<file path="src/rtl/mrbq_pkg.sv">
// mrbq_pkg: shared types, constants and operation/status codes
// for the multi reader broadcast queue; no dependencies
`default_nettype none
package mrbq_pkg;
    localparam int QueueDepth = 32;
    localparam int Readers = 10;
    localparam logic [4:0] LAG_RESET = 5'd30;

    localparam logic [2:0] OP_SEND = 3'd0;
    localparam logic [2:0] OP_REGISTER = 3'd1;
    localparam logic [2:0] OP_DEREGISTER = 3'd2;
    localparam logic [2:0] OP_RECEIVE = 3'd3;
    localparam logic [2:0] OP_MARK = 3'd4;
    localparam logic [2:0] OP_AVAIL = 3'd5;

    localparam logic [2:0] ST_OK = 3'd0;
    localparam logic [2:0] ST_NO_READERS = 3'd1;
    localparam logic [2:0] ST_NO_SLOT = 3'd2;
    localparam logic [2:0] ST_NOT_REG = 3'd3;
    localparam logic [2:0] ST_BEYOND = 3'd4;
    localparam logic [2:0] ST_NONE = 3'd5;

    typedef struct packed {
        logic [2:0]  operation;
        logic [3:0]  reader_slot;
        logic [31:0] data_handle;
        logic [23:0] data_length;
    } in_item_t;

    typedef struct packed {
        logic [2:0]  status;
        logic [3:0]  granted_slot;
        logic [31:0] msg_id;
        logic [31:0] out_handle;
        logic [23:0] out_length;
        logic [5:0]  mail_count;
        logic [28:0] total_length;
    } out_item_t;
endpackage
`default_nettype wire

</file>
<file path="src/rtl/multi_reader_broadcast_queue_unit.sv">
// multi_reader_broadcast_queue_unit: broadcast descriptor queue, top level
// depends on mrbq_pkg and mrbq_ram
//
//  channel   ports                       handshake
//  s_        s_valid s_ready s_item      valid/ready, in_item_t
//  m_        m_valid m_ready m_item      valid/ready, out_item_t
//  cfg       cfg_we cfg_data             write strobe, max_lag
//
// each transaction passes DECODE before its result: send writes the entry, walking
// the readers first when the oldest entry is dropped for lag; receive and mark read
// the ram; register walks the slots to the first free one; deregister and available
// walk the stored entries from the reader's position; an error status goes straight out.
// one transaction at a time; s_ready returns the cycle after the result is taken.
// reset is synchronous active low, no clearing pass; only sent entries are read.
`default_nettype none
module multi_reader_broadcast_queue_unit #(
    parameter int QUEUE_DEPTH = mrbq_pkg::QueueDepth,
    parameter int READERS = mrbq_pkg::Readers
) (
    input  wire logic                aclk,
    input  wire logic                aresetn,
    input  wire logic                s_valid,
    output logic                     s_ready,
    input  wire mrbq_pkg::in_item_t  s_item,
    output logic                     m_valid,
    input  wire logic                m_ready,
    output mrbq_pkg::out_item_t      m_item,
    input  wire logic                cfg_we,
    input  wire logic [4:0]          cfg_data
);
    localparam int AW = $clog2(QUEUE_DEPTH);
    localparam int RW = (READERS > 1) ? $clog2(READERS) : 1;
    localparam int CW = AW + 1;
    localparam logic [CW-1:0] DEPTH_M1 = CW'(QUEUE_DEPTH - 1);
    localparam logic [RW:0] READERS_C = (RW + 1)'(READERS);

    localparam logic [3:0] S_IDLE = 4'd0;
    localparam logic [3:0] S_DECODE = 4'd1;
    localparam logic [3:0] S_LAGWALK = 4'd2;
    localparam logic [3:0] S_WRITE = 4'd3;
    localparam logic [3:0] S_REGWALK = 4'd4;
    localparam logic [3:0] S_RDWAIT = 4'd5;
    localparam logic [3:0] S_RDDATA = 4'd6;
    localparam logic [3:0] S_MARKRD = 4'd7;
    localparam logic [3:0] S_MARKWR = 4'd8;
    localparam logic [3:0] S_WALK = 4'd9;
    localparam logic [3:0] S_OUT = 4'd10;

    logic [3:0] state_reg;
    mrbq_pkg::in_item_t in_reg;
    mrbq_pkg::out_item_t out_reg;
    logic [4:0] max_lag_reg;
    logic [31:0] oldest_id_reg, next_id_reg;
    logic [CW-1:0] stored_count_reg;
    logic [AW-1:0] head_reg;
    logic [READERS-1:0] in_use_reg;
    logic [31:0] pos_reg [READERS];
    logic [4:0] active_reg;
    logic [CW-1:0] k_reg;
    logic [RW:0] ri_reg;
    logic [31:0] id_reg;
    logic [5:0] cnt_reg;
    logic [28:0] sum_reg;
    logic rd_pend_reg;
    logic [AW-1:0] rd_slot_reg;

    logic [CW-1:0] lag;
    logic reg_ok;
    logic [31:0] pos;
    logic first_ok;
    logic [CW-1:0] first_k;
    logic [31:0] pdiff;

    logic ram_we, pend_we;
    logic [AW-1:0] ram_waddr, ram_raddr;
    logic [55:0] ram_wdata, ram_rdata;
    logic [4:0] pend_wdata, pend_rdata;

    mrbq_ram #(.WIDTH(56), .DEPTH(QUEUE_DEPTH)) u_data (
        .aclk(aclk), .we(ram_we), .waddr(ram_waddr), .wdata(ram_wdata),
        .raddr(ram_raddr), .rdata(ram_rdata)
    );
    mrbq_ram #(.WIDTH(5), .DEPTH(QUEUE_DEPTH)) u_pend (
        .aclk(aclk), .we(pend_we), .waddr(ram_waddr), .wdata(pend_wdata),
        .raddr(ram_raddr), .rdata(pend_rdata)
    );

    function automatic logic [AW-1:0] slot_of(logic [AW-1:0] head, logic [CW-1:0] k);
        logic [CW:0] s;
        s = {2'b00, head} + {1'b0, k};
        if (s >= (CW + 1)'(QUEUE_DEPTH)) begin
            s = s - (CW + 1)'(QUEUE_DEPTH);
        end
        return s[AW-1:0];
    endfunction

    always_comb begin
        lag = (max_lag_reg > 5'(QUEUE_DEPTH - 1) && QUEUE_DEPTH <= 32)
            ? DEPTH_M1 : CW'(max_lag_reg);
        if (QUEUE_DEPTH > 32) begin
            lag = CW'(max_lag_reg);
        end
        reg_ok = ({1'b0, in_reg.reader_slot} < 5'(READERS))
            && in_use_reg[RW'(in_reg.reader_slot)];
        pos = ({1'b0, in_reg.reader_slot} < 5'(READERS))
            ? pos_reg[RW'(in_reg.reader_slot)] : 32'd0;
        pdiff = pos - oldest_id_reg;
        first_ok = 1'b0;
        first_k = '0;
        if (stored_count_reg != '0) begin
            if (!pdiff[31] || pdiff == 32'd0) begin
                if (pdiff < 32'(stored_count_reg)) begin
                    first_ok = 1'b1;
                    first_k = CW'(pdiff);
                end
            end
            if (((oldest_id_reg - pos) & 32'h8000_0000) == 32'd0) begin
                first_ok = 1'b1;
                first_k = '0;
            end
        end
    end

    assign s_ready = (state_reg == S_IDLE);
    assign m_valid = (state_reg == S_OUT);
    assign m_item = out_reg;

    always_comb begin
        ram_we = 1'b0;
        pend_we = 1'b0;
        ram_waddr = slot_of(head_reg, stored_count_reg);
        ram_wdata = {in_reg.data_handle, in_reg.data_length};
        pend_wdata = active_reg;
        ram_raddr = slot_of(head_reg, k_reg);
        if (state_reg == S_WRITE) begin
            ram_we = 1'b1;
            pend_we = 1'b1;
        end
        if (state_reg == S_MARKWR || (state_reg == S_WALK && rd_pend_reg)) begin
            pend_we = (state_reg == S_MARKWR) || (in_reg.operation == mrbq_pkg::OP_DEREGISTER);
            ram_waddr = rd_slot_reg;
            pend_wdata = (pend_rdata != 5'd0) ? pend_rdata - 5'd1 : 5'd0;
        end
    end

    always_ff @(posedge aclk) begin
        if (!aresetn) begin
            state_reg <= S_IDLE;
            max_lag_reg <= mrbq_pkg::LAG_RESET;
            oldest_id_reg <= '0;
            next_id_reg <= '0;
            stored_count_reg <= '0;
            head_reg <= '0;
            in_use_reg <= '0;
            active_reg <= '0;
            rd_pend_reg <= 1'b0;
            for (int i = 0; i < READERS; i++) begin
                pos_reg[i] <= '0;
            end
        end else begin
            if (cfg_we) begin
                max_lag_reg <= cfg_data;
            end
            case (state_reg)
                S_IDLE: begin
                    if (s_valid) begin
                        in_reg <= s_item;
                        state_reg <= S_DECODE;
                    end
                end
                S_DECODE: begin
                    mrbq_pkg::out_item_t res;
                    logic [3:0] nxt;
                    logic [CW-1:0] kv;
                    res = '0;
                    nxt = S_OUT;
                    kv = first_k;
                    ri_reg <= '0;
                    cnt_reg <= '0;
                    sum_reg <= '0;
                    rd_pend_reg <= 1'b0;
                    case (in_reg.operation)
                        mrbq_pkg::OP_SEND: begin
                            if (active_reg == '0) begin
                                res.status = mrbq_pkg::ST_NO_READERS;
                            end else begin
                                id_reg <= next_id_reg;
                                res.msg_id = next_id_reg;
                                if (stored_count_reg == '0) begin
                                    oldest_id_reg <= next_id_reg;
                                    nxt = S_WRITE;
                                end else if (stored_count_reg > lag) begin
                                    head_reg <= slot_of(head_reg, CW'(1));
                                    oldest_id_reg <= oldest_id_reg + 32'd1;
                                    stored_count_reg <= stored_count_reg - CW'(1);
                                    nxt = S_LAGWALK;
                                end else begin
                                    nxt = S_WRITE;
                                end
                            end
                        end
                        mrbq_pkg::OP_REGISTER: begin
                            nxt = S_REGWALK;
                        end
                        mrbq_pkg::OP_DEREGISTER, mrbq_pkg::OP_AVAIL: begin
                            if (!reg_ok) begin
                                res.status = mrbq_pkg::ST_NOT_REG;
                            end else begin
                                if (!first_ok) begin
                                    kv = stored_count_reg;
                                end
                                nxt = S_WALK;
                            end
                        end
                        mrbq_pkg::OP_RECEIVE: begin
                            if (!reg_ok) begin
                                res.status = mrbq_pkg::ST_NOT_REG;
                            end else if (((next_id_reg - pos) & 32'h8000_0000) != 0) begin
                                res.status = mrbq_pkg::ST_BEYOND;
                            end else if (!first_ok) begin
                                res.status = mrbq_pkg::ST_NONE;
                            end else begin
                                id_reg <= oldest_id_reg + 32'(first_k);
                                nxt = S_RDWAIT;
                            end
                        end
                        mrbq_pkg::OP_MARK: begin
                            if (!reg_ok) begin
                                res.status = mrbq_pkg::ST_NOT_REG;
                            end else if (!first_ok) begin
                                res.status = mrbq_pkg::ST_NONE;
                            end else begin
                                id_reg <= oldest_id_reg + 32'(first_k);
                                nxt = S_MARKRD;
                            end
                        end
                        default: begin
                        end
                    endcase
                    out_reg <= res;
                    k_reg <= kv;
                    state_reg <= nxt;
                end
                S_LAGWALK: begin
                    if (ri_reg == READERS_C) begin
                        state_reg <= S_WRITE;
                    end else begin
                        if (in_use_reg[RW'(ri_reg)]) begin
                            logic [31:0] d, mag;
                            d = id_reg - pos_reg[RW'(ri_reg)];
                            mag = d[31] ? (32'd0 - d) : d;
                            if (mag > 32'(lag)) begin
                                pos_reg[RW'(ri_reg)] <= pos_reg[RW'(ri_reg)] + 32'd1;
                            end
                        end
                        ri_reg <= ri_reg + (RW + 1)'(1);
                    end
                end
                S_WRITE: begin
                    stored_count_reg <= stored_count_reg + CW'(1);
                    next_id_reg <= next_id_reg + 32'd1;
                    state_reg <= S_OUT;
                end
                S_REGWALK: begin
                    if (ri_reg == READERS_C) begin
                        out_reg.status <= mrbq_pkg::ST_NO_SLOT;
                        state_reg <= S_OUT;
                    end else if (!in_use_reg[RW'(ri_reg)]) begin
                        in_use_reg[RW'(ri_reg)] <= 1'b1;
                        pos_reg[RW'(ri_reg)] <= next_id_reg;
                        active_reg <= active_reg + 5'd1;
                        out_reg.granted_slot <= 4'(ri_reg);
                        state_reg <= S_OUT;
                    end else begin
                        ri_reg <= ri_reg + (RW + 1)'(1);
                    end
                end
                S_RDWAIT: begin
                    state_reg <= S_RDDATA;
                end
                S_RDDATA: begin
                    out_reg <= {mrbq_pkg::ST_OK, 4'd0, id_reg, ram_rdata, 6'd0, 29'd0};
                    state_reg <= S_OUT;
                end
                S_MARKRD: begin
                    rd_slot_reg <= ram_raddr;
                    state_reg <= S_MARKWR;
                end
                S_MARKWR: begin
                    pos_reg[RW'(in_reg.reader_slot)] <= id_reg + 32'd1;
                    if (pend_rdata <= 5'd1) begin
                        head_reg <= slot_of(head_reg, k_reg + CW'(1));
                        stored_count_reg <= stored_count_reg - (k_reg + CW'(1));
                        oldest_id_reg <= id_reg + 32'd1;
                    end
                    out_reg.msg_id <= id_reg;
                    state_reg <= S_OUT;
                end
                S_WALK: begin
                    if (rd_pend_reg) begin
                        cnt_reg <= cnt_reg + 6'd1;
                        sum_reg <= sum_reg + 29'(ram_rdata[23:0]);
                    end
                    rd_slot_reg <= ram_raddr;
                    if (k_reg < stored_count_reg) begin
                        rd_pend_reg <= 1'b1;
                        k_reg <= k_reg + CW'(1);
                    end else begin
                        rd_pend_reg <= 1'b0;
                        if (!rd_pend_reg) begin
                            if (in_reg.operation == mrbq_pkg::OP_DEREGISTER) begin
                                in_use_reg[RW'(in_reg.reader_slot)] <= 1'b0;
                                active_reg <= active_reg - 5'd1;
                            end else begin
                                out_reg <= {mrbq_pkg::ST_OK, 4'd0, 32'd0, 32'd0, 24'd0,
                                            cnt_reg, sum_reg};
                            end
                            state_reg <= S_OUT;
                        end
                    end
                end
                S_OUT: begin
                    if (m_ready) begin
                        state_reg <= S_IDLE;
                    end
                end
                default: begin
                    state_reg <= S_IDLE;
                end
            endcase
        end
    end
endmodule
`default_nettype wire

</file>
<file path="src/rtl/mrbq_ram.sv">
// mrbq_ram: generic simple dual port ram, one write port and one read port, with registered read
// no dependencies
`default_nettype none
module mrbq_ram #(
    parameter int WIDTH = 8,
    parameter int DEPTH = 32
) (
    input  wire logic                     aclk,
    input  wire logic                     we,
    input  wire logic [$clog2(DEPTH)-1:0] waddr,
    input  wire logic [WIDTH-1:0]         wdata,
    input  wire logic [$clog2(DEPTH)-1:0] raddr,
    output logic [WIDTH-1:0]              rdata
);
    logic [WIDTH-1:0] mem [DEPTH];

    always_ff @(posedge aclk) begin
        if (we) begin
            mem[waddr] <= wdata;
        end
        rdata <= mem[raddr];
    end
endmodule
`default_nettype wire

</file>
<file path="config.mk">
export PLATFORM = sky130hd
export DESIGN_NAME = multi_reader_broadcast_queue_unit
export DESIGN_NICKNAME = d
export VERILOG_FILES = /design/src/rtl/mrbq_pkg.sv /design/src/rtl/multi_reader_broadcast_queue_unit.sv /design/src/rtl/mrbq_ram.sv
export SDC_FILE = /design/constraint.sdc
export NUM_CORES = 2
export LEC_CHECK = 0
export BUFFER_PORTS_ARGS = -buffer_cell sky130_fd_sc_hd__buf_2
export CAP_MARGIN = 20
export CORE_UTILIZATION = 28
export DETAILED_ROUTE_END_ITERATION = 7
export PLACE_DENSITY = 0.38
export SYNTH_ARGS = -nofsm -noshare
export SYNTH_HDL_FRONTEND = slang
export SYNTH_SLANG_ARGS = --single-unit
export TNS_END_PERCENT = 100
</file>
<file path="constraint.sdc">
create_clock -name aclk -period 14.6 [get_ports aclk]
set_input_delay 2.19 -clock aclk [delete_from_list [all_inputs] [get_ports aclk]]
set_output_delay 2.19 -clock aclk [all_outputs]
set_load 0.1 [all_outputs]
</file>
==> reports/metrics.yaml <==
cts_tree: "done"
setup_viol: 0
ys_async_sr_fraction_pct: 0
htreeDepth: 5
clock_skew_ps: 95.98
ant_nets: 0
drv_slew: 0
tightestPinTransition_ps: 1181
critical-path-top-delay-family: "simple AND/OR/NAND/NOR gates"
syn_nets: 7917
die_w_um: 679.5
postSynthCellCount: 7629
synth_top_family_by_area: "multiplexers"
vias: 73720
status: "finished, final reports clean"
synth_area_sq_mm: 0.1285
grt_use_total_pct: 18.96
comb_power_share_pct: 33.5
antenna_found_initial: 23
overflow: 0
final_nets: 8233
grt_pass1_vias: 76020
synth.distinct_cells: 89
synth_edf_count: 2740
ir_worst_vdd_uv: 222.1
placed_cells: 13710
yosys.area_share.simple_pct: 5.905
maxSlewHeadroom_pct: 20.46
synth_flop_cell: "edfxtp_1"
drc: 0
synth_xor_area_share_pct: 1.663
setup_tns_ps: 0
avgSynthCellArea_sq_um: 16.85
grt_max_degree: 127
fp-row-count: 248
dieArea_sq_mm: 0.4618
gp_congestion: 0.8752
max_freq_mhz: 92.52
layout_common_cells: "2740 x edfxtp_1, 901 x mux4_2, 463 x nor2_1"
first_iter_violations: 6680
critPathRequiredTime_ps: 15200
slowest_stage: "or4b_2"
p_sw_mw: 10.08
clk_pin_slew_ps: 60
place_ws_ps: 3806
dr.pass1.iters: 5
clock_sinks: 2909
worst-path-max-fanout: 90
post_drt_via_cell_ratio: 5.121
chipHeight_um: 679.5
muxShareOfSynthArea_pct: 16.52
cts_resized: 0
clockPowerShare_pct: 30.2
largest_register_ffs: 1792
cp-start-kind: "flop"
cp_num_buf_inv: 3
grt_first_pass_wirelength_um: 620000
synth_compound_area_share_pct: 5.072
grt_setup_unrepaired: "false"
cts.hold.buffers_added: 0
yosys.area_share.adder_pct: 2.145
cpPeakStageDelay_ps: 790
routed_wl_um: 446600
ys_seq_area_share_pct: 66.64
dp_hpwl_um: 269900
cts_buffers: 348
p_sw_share_pct: 35.52
period_needed_ps: 10810
fillerInstances: 44130
ff_latch_area_sq_mm: 0.08568
arrival_ps: 11410
max-clock-path-buffers: 4
syn_to_final_growth_pct: 16.20
cp-end-kind: "flop"
numPortBuffers: 204
criticalPathCategory: "flop to flop"
p_per_area_mw_per_mm2: 190.0
ios: 205
hold_class: "flop to flop"
wl_per_cell_um: 31.02
fin_crit_sh_pct: 74.03
layout-drive-gt1-share_pct: 24.40
finalHoldViolations: 0
p_leak_nw: 48.33
synth_warnings: 0
seqPwrFrac_pct: 36.3
cp_common_cell: "a21oi_1"
max-cap-violations: 0
synth_seq_cells: 2909
core_area_sq_mm: 0.4568
post_cts_buffers: 0
setup_ws_ps: 3791
worst_skew_pair.late_latency_ps: 960
cts_root_buf: "clkbuf_16"
final_common_cell: "edfxtp_1"
p_int_mw: 18.30
start_util_pct: 28.14
fin_cells: 14390
multi_input_area_sq_mm: 0.04091
## power groups by stage
stage / Clock [mW] / Combinational [mW] / Sequential (mW)
6_report: 8.57 / 9.51 / 10.3
5_1_grt: 9.09 / 10.2 / 10.4
4_1_cts: 8.81 / 9.56 / 10.3
3_5_place_dp: 0 / 9.53 / 10.5
3_3_place_gp: 0 / 9.58 / 10.5
2_1_floorplan: 0 / 6.29 / 10.5
## cells in the mapped netlist, types with 11 or more instances
| cell type | n | share of area, % |
|---|---|---|
| or2_2 | 16 | 0.078 |
| nand3_1 | 111 | 0.43 |
| xnor2_1 | 156 | 1.1 |
| edfxtp_1 | 2740 | 64 |
| o21bai_1 | 19 | 0.11 |
| a22o_1 | 35 | 0.24 |
| a31oi_1 | 28 | 0.14 |
| o21ai_0 | 176 | 0.69 |
| and2_1 | 110 | 0.54 |
| nor2b_1 | 38 | 0.18 |
| mux4_2 | 901 | 16 |
| or3_1 | 39 | 0.19 |
| a21o_1 | 71 | 0.41 |
| mux2_2 | 43 | 0.38 |
| inv_1 | 207 | 0.60 |
| clkbuf_1 | 336 | 0.98 |
| xor2_1 | 88 | 0.60 |
| o22ai_1 | 13 | 0.063 |
| dfxtp_1 | 169 | 2.6 |
| nand2b_1 | 33 | 0.16 |
| a21boi_0 | 11 | 0.064 |
| ha_1 | 206 | 2.0 |
| o22a_1 | 11 | 0.075 |
| nand4_1 | 55 | 0.27 |
| a21oi_1 | 214 | 0.83 |
| mux2i_1 | 46 | 0.36 |
| o211ai_1 | 105 | 0.61 |
| a211oi_1 | 124 | 0.72 |
| and3_1 | 42 | 0.20 |
| nor4_1 | 29 | 0.14 |
| nand2_1 | 454 | 1.3 |
| nor2_1 | 506 | 1.5 |
| buf_1 | 70 | 0.20 |
| o31ai_1 | 16 | 0.093 |
| and4_1 | 12 | 0.082 |
| buf_2 | 49 | 0.19 |
| nor3_1 | 156 | 0.61 |
## metrics by stage
step           util, %  hold slack (ps)  cell area [sq um]  total power [mW]
6_report         32.70            498.9             149400             28.39
5_1_grt          32.69            522.4             149300             29.69
4_1_cts          32.65            495.4             149100             28.72
3_5_place_dp     30.20            487.8             137900             20.04
3_3_place_gp     30.19            491.9             137900             20.08
2_1_floorplan        -            456.4             128500             16.78
## layer usage
metal / share of wire, % / wire [um] / track usage (%)
met5: 0.0081 / 36 / 0
met2: 48 / 216300 / 31.78
met4: 3.0 / 13440 / 5.474
met3: 4.4 / 19500 / 2.335
met1: 44 / 197300 / 25.82
## area by class of cell
cell class	count	share of cell area (%)
flip-flops and latches	2909	57.37
repair buffers	429	2.034
clock inverters	152	1.070
inverters	211	0.5328
diodes	37	0.06199
clock buffers	485	6.418
well taps	6125	5.131
multi-input cells	4046	27.39
## kinds of logic after synthesis
logic type | count (synthesis)
adders and majority gates | 215
and+or+nand+nor | 1633
AOI/OAI and AO/OA | 964
DFF | 2909
buffers and inverters | 674
muxes | 990
xor gates and xnor gates | 244
## path summary, 6_finish.rpt
kind / from / to / slack, ps / cells past startpoint
worst min register to register: u_data.rdata[47] / m_item[82] / 500 / 1
worst max register to register: flop / id_reg[23] / 3790 / 32
worst min-delay path: u_data.rdata[47] / m_item[82] / 500 / 1
worst max-delay path: flop / id_reg[23] / 3790 / 32
Note: power is estimated with default switching activity, not from simulation.
